### config.mk
export PLATFORM = sky130hd
export DESIGN_NAME = arf_ctrl
export DESIGN_NICKNAME = d
export VERILOG_FILES = /design/src/arf_pkg.sv /design/src/arf_ctrl.sv
export SDC_FILE = /design/constraint.sdc
export NUM_CORES = 1
export LEC_CHECK = 0
export BUFFER_PORTS_ARGS = -buffer_cell sky130_fd_sc_hd__buf_2
export CORE_AREA = 10 10 47 49
export DETAILED_ROUTE_END_ITERATION = 6
export DIE_AREA = 0 0 57 59
export PLACE_DENSITY = 0.75
export SYNTH_ARGS = -nofsm -noshare
export SYNTH_HDL_FRONTEND = slang
export SYNTH_SLANG_ARGS = --single-unit
### constraint.sdc
create_clock -name clk -period 1.7 [get_ports clk]
set_clock_uncertainty 0.05 [all_clocks]
set_input_delay 0.34 -clock clk [delete_from_list [all_inputs] [get_ports clk]]
set_output_delay 0.34 -clock clk [all_outputs]
set_load 0.02 [all_outputs]
### src/arf_pkg.sv
// Shared types and constants for the receive audio ring FIFO.
// Used by the controller, the datapath and the top level; depends on nothing.
`default_nettype none
package arf_pkg;

	localparam int RING_DEPTH      = 1024;
	localparam int MAX_BLOCK_PAIRS = 64;
	localparam int PTR_W           = $clog2(RING_DEPTH);
	localparam int SAMPLE_W        = 24;
	localparam int WORD_W          = 32;
	localparam int PAIR_W          = 7;
	// Width that holds both a stored count and twice a pair count.
	localparam int CMP_W           = (PTR_W > PAIR_W + 1) ? PTR_W : PAIR_W + 1;

	localparam logic MODE_WRITE = 1'b0;
	localparam logic MODE_POP   = 1'b1;

	typedef struct packed {
		logic                mode;
		logic [SAMPLE_W-1:0] sample_bytes;
		logic                packet_end;
		logic [PAIR_W-1:0]   pair_count;
	} req_t;

	typedef struct packed {
		logic signed [WORD_W-1:0] left_sample;
		logic signed [WORD_W-1:0] right_sample;
		logic                     pop_ok;
		logic                     last_pair;
		logic [WORD_W-1:0]        overrun_total;
	} rsp_t;

	// Commands from the controller to the datapath.
	typedef struct packed {
		logic wr;       // store or drop one sample
		logic fail;     // load the failure beat
		logic emit;     // load one pair beat and advance the read pointer
		logic last;     // the pair beat being loaded ends the pop
	} cmd_t;

	// Status from the datapath to the controller.
	typedef struct packed {
		logic enough;   // the pending pop request can be served in full
		logic out_free; // the output register can take a beat this cycle
	} sts_t;

endpackage
`default_nettype wire

### src/arf_ctrl.sv
// Controller of the receive audio ring FIFO: accepts requests and sequences pops.
// Depends on arf_pkg for the command and status structs.
`default_nettype none
module arf_ctrl (
	input  wire logic                       clk,
	input  wire logic                       arst_n,
	input  wire logic                       req_valid,
	output logic                            req_ready,
	input  wire logic                       mode,
	input  wire logic [arf_pkg::PAIR_W-1:0] pair_count,
	input  wire arf_pkg::sts_t              sts,
	output arf_pkg::cmd_t                   cmd
);

	typedef enum logic {
		ST_IDLE,
		ST_STREAM
	} state_t;

	state_t                     state_q;
	logic [arf_pkg::PAIR_W-1:0] left_q;
	logic                       accept;

	// A write needs no output slot; a pop waits until the output register can take a beat.
	assign req_ready = (state_q == ST_IDLE) && ((mode == arf_pkg::MODE_WRITE) || sts.out_free);
	assign accept    = req_valid && req_ready;

	always_comb begin
		cmd.wr   = accept && (mode == arf_pkg::MODE_WRITE);
		cmd.fail = accept && (mode == arf_pkg::MODE_POP) && !sts.enough;
		cmd.emit = (state_q == ST_STREAM) && sts.out_free;
		cmd.last = (left_q == arf_pkg::PAIR_W'(1));
	end

	always_ff @(posedge clk or negedge arst_n) begin
		if (!arst_n) begin
			state_q <= ST_IDLE;
			left_q  <= '0;
		end else begin
			unique case (state_q)
				ST_IDLE: begin
					if (accept && (mode == arf_pkg::MODE_POP) && sts.enough) begin
						state_q <= ST_STREAM;
						left_q  <= pair_count;
					end
				end
				ST_STREAM: begin
					if (cmd.emit) begin
						left_q <= left_q - arf_pkg::PAIR_W'(1);
						if (cmd.last) begin
							state_q <= ST_IDLE;
						end
					end
				end
				default: state_q <= ST_IDLE;
			endcase
		end
	end

endmodule
`default_nettype wire

### Yosys cells after proc, flatten, opt, wreduce, memory -nomap -nowiden

Index checks and enable logic that the tools add are counted.

* output and inout port bits: 5
* memory bits (read-only): 0
* RAM bits: 0
* word-level logic and storage cells: 25
* memories: 0
* bits in latches: 0
* input port bits: 13
* bits in registers: 8

* equality and inequality tests: 3
* divide/modulo/power cells: 0
* shifts and indexed selects: 0
* bitwise gates (word level): 2
* reduce and logical (&&, ||, !) cells: 10
* multiply operators: 0
* $add $sub $neg: 1
* muxes and demuxes: 7
* order comparisons: 0

Operator list (count)
* 7-bit 2-to-1 mux: 2
* 7-bit case mux with 2 select lines: 1
* 7-bit by 1-bit == test with 1-bit output (second input constant): 1
* 1-bit logical AND: 7
* 7-bit by 1-bit subtractor with 7-bit output (second input constant): 1
* 1-bit 2-to-1 mux: 3
* 2-bit by 1-bit inequality test with 1-bit output (second input constant): 1
* 2-bit inequality test (second input constant): 1
* 1-bit inverter: 2
* 1-bit case mux with 2 select lines: 1
* 2-bit AND reduction: 1
* 1-bit zero test: 1
* 1-bit logical OR: 1

### Logic depth before layout (Yosys ltp)

* word-level depth: 8
* depth in mapped cells: 7

### Worst setup path before layout

OpenSTA, ideal clock, no wires.

* kind: register to output
* start point: register left_q[3] (netlist bit)
* end point: output port cmd[0] (netlist bit)
* buffers on the path: 0
* cell stages (with the launch flop): 3
* slack: -14 ps
* arrival time: 1324 ps
* required time: 1310 ps
* path through: dfrtp_1 -> or3_4 -> nor4b_2

RTL lines
* start: declaration: RTL line arf_ctrl.sv:21 `logic [arf_pkg::PAIR_W-1:0] left_q;`
* start signal: assignment: RTL line arf_ctrl.sv:44 `left_q <= pair_count;`
* start signal: assignment: RTL line arf_ctrl.sv:49 `left_q <= left_q - arf_pkg::PAIR_W'(1);`
* end: declaration: RTL line arf_ctrl.sv:12 `output arf_pkg::cmd_t cmd`

==> flow_summary.toml <==
[status]
status = "finished, violations left"
violations = "negative setup slack"

[worst_setup_path]
cp.arrival_ns = 1.48
slowest_stage = "or3_4"
crit_family = "simple AND/OR/NAND/NOR gates"
worstSetupPathType = "reg2out"
crit_chain = "or3_4, nor4b_4, buf_4"
critPathLaunchType = "register"
required_ns = 1.31
cp-end-kind = "output pin"
critPathBufInv = 1
crit_fanout = 2
slowest_delay_ns = 0.42

[power_and_ir_drop]
irDropWorstVdd_mv = 0.731
p_per_area_nw_per_um2 = 1380
p_leak_nw = 0.345

[global_routing]
grt_pass1_vias = 524
grt_pass1_wl_mm = 2.36
grt-ovfl-total = 0
grt_max_degree = 15
antenna_found_initial = 0
grt_use_total_pct = 8.57

[floorplan]
dieArea_um2 = 3360
die_y_um = 59
die_w_um = 57
io-pin-count = 18
num_rows = 14
initial_core_util_pct = 39.8
core_um2 = 1400

[drt]
vias = 556
dr.pass1.iters = 4
finalWirelength_mm = 1.39
drc = 0
antenna_left = 0
drt_iter0_drc = 18
post_drt_wl_per_cell_um = 13.4
vias_per_cell = 5.35

[logic_synthesis]
ys_seq_elements = 8
yosys_warnings = 0
synth_cell_type_count = 27
synth_top_cell_by_area = "dfrtp_1"
syn_nets = 80
synth_ff_type = "dfrtp_1"
ys_async_sr_fraction_pct = 100
synth_top_cells_by_count = "nor2_1 (11), a21oi_1 (8), dfrtp_1 (8)"
synthTopCellsByArea = "dfrtp_1 (36%), nor2_1 (7.4%), a21oi_1 (7.2%)"
yosysTopAreaCellShare_pct = 35.9
netlist_area_um2 = 558
synth_most_common_cell = "nor2_1"
synth_cells = 65
syn_avg_cell_area_um2 = 8.59
synth-seq-area-share_pct = 35.9
synth_edf_count = 0

[final_layout]
fillCellCount = 125
ff_latch_area_um2 = 200
nets = 105
stdcell_count = 104
multi_input_area_um2 = 323
drive_gt1_share_pct = 34.1
diodes = 0
area_growth_pct = 30.9

[sta]
setup-violations-final = 1
finalSetupTns_ns = -0.175
hold_violations = 0
finalCriticalPeriod_ns = 1.87
max_freq_mhz = 533
rsz0062_at_grt = "true"
relSlewSlack_pct = 81.7
slew_viol_final = 0
tightestPinTransition_ns = 0.274
fin_ws_ns = -0.175
fin_crit_sh_pct = 110

[worst_hold_path]
min_path_type = "in2reg"

[placed_design]
routabilityCongestion = 0.846
io_buffers = 17
dp_hpwl_mm = 1.15
place_inst = 100

[clock_tree]
h-tree-depth = 1
cts_tree = "yes"
clk_latency_ns = 0.25
cts_inserted_buffers = 3
clkSinkCount = 8
postCtsSetupRepairBufs = 0
clk_pin_slew_ns = 0.05
cts_buffer_depth = 2
root_buffer = "clkbuf_4"

[flow_run]
max-cap-violations = 0
where the power goes:
| group | internal, W | leakage [nW] | switching [W] |
|---|---|---|---|
| combinational | 0.000239 | 0.240 | 0.000272 |
| sequential | 0.000276 | 0.0909 | 0.0000759 |
| clock | 0.0000807 | 0.0138 | 0.0000639 |
| total | 0.000596 | 0.345 | 0.000412 |
final cells by class:
| type | instances | share of cell area [%] |
|---|---|---|
| timing repair buffer | 24 | 19.5 |
| clock buffer | 3 | 3.08 |
| inverter | 6 | 3.08 |
| tap | 16 | 2.74 |
| sequential | 8 | 27.4 |
| multi-input combinational | 47 | 44.2 |
worst reg2reg max path, cell delays in order, from the launching register on:
cell and delay [ns]:
dfrtp_1 0.42, or3_1 0.41, nor2_1 0.16, a31oi_1 0.10
o22a_1 0.19
metrics by stage:
step / hold WS (ns) / utilization, % / worst slack (ns) / area [um2] / power, W
after floorplan: -0.00559 / - / 0.0644 / 567 / 0.000694
after global placement: 0.142 / 49.6 / 0.114 / 696 / 0.000850
after detailed placement: 0.143 / 49.6 / 0.0777 / 696 / 0.000865
after CTS: 0.320 / 52.1 / -0.180 / 731 / 0.00102
after global routing: 0.334 / 52.1 / -0.228 / 731 / 0.00111
final: 0.326 / 52.1 / -0.175 / 731 / 0.00101
logic make-up (layout without fill, tap and decap cells):
family | after synthesis | count (layout) | synth area share [%]
compound gates | 20 | 20 | 23.5
fa+ha+maj | 2 | 2 | 4.48
buf+inv | 10 | 33 | 7.85
mux | 1 | 1 | 1.79
flops | 8 | 8 | 35.9
simple gates | 24 | 24 | 26.5
state kept, by name, indices dropped and copies added (netlist names):
register  flops
state_q       1
left_q        7
routing by layer:
metal	global-route usage, %	wire, um	share of wire [%]
met1	10.8	633	46
met2	12.7	570	41
met3	3.65	163	12
met4	3.02	22	1.6
met5	0	0	0
cell usage in the layout (no fill, tap or decap), types with 2 or more instances in the layout:
cell type / instances
buf_2: 16
nor2_1: 11
a21oi_1: 8
dfrtp_1: 8
buf_4: 7
inv_1: 6
a31oi_1: 3
o22a_1: 3
clkbuf_4: 3
nor3b_1: 2
nand2_1: 2
nor3_1: 2
ha_1: 2
timing repair:
action                                  CTS  global route
resized for setup                         1             0
endpoints found under the hold margin     8             0
hold buffers                              1             0
endpoints found under the setup margin    1             1
worst paths after layout:
kind	depth (start not counted)	from	to	slack, ns
min reg2reg	2	left_q[1]$_DFFE_PN0P_	left_q[1]$_DFFE_PN0P_	0.46
max	3	left_q[3]$_DFFE_PN0P_	cmd[0]	-0.17
max in group asynchronous	2	arst_n	left_q[1]$_DFFE_PN0P_	1.03
max reg2reg	4	left_q[2]$_DFFE_PN0P_	left_q[5]$_DFFE_PN0P_	0.25
min	3	pair_count[0]	left_q[0]$_DFFE_PN0P_	0.33
min in group asynchronous	2	arst_n	left_q[5]$_DFFE_PN0P_	0.41
(Power assumes the default switching activity.)
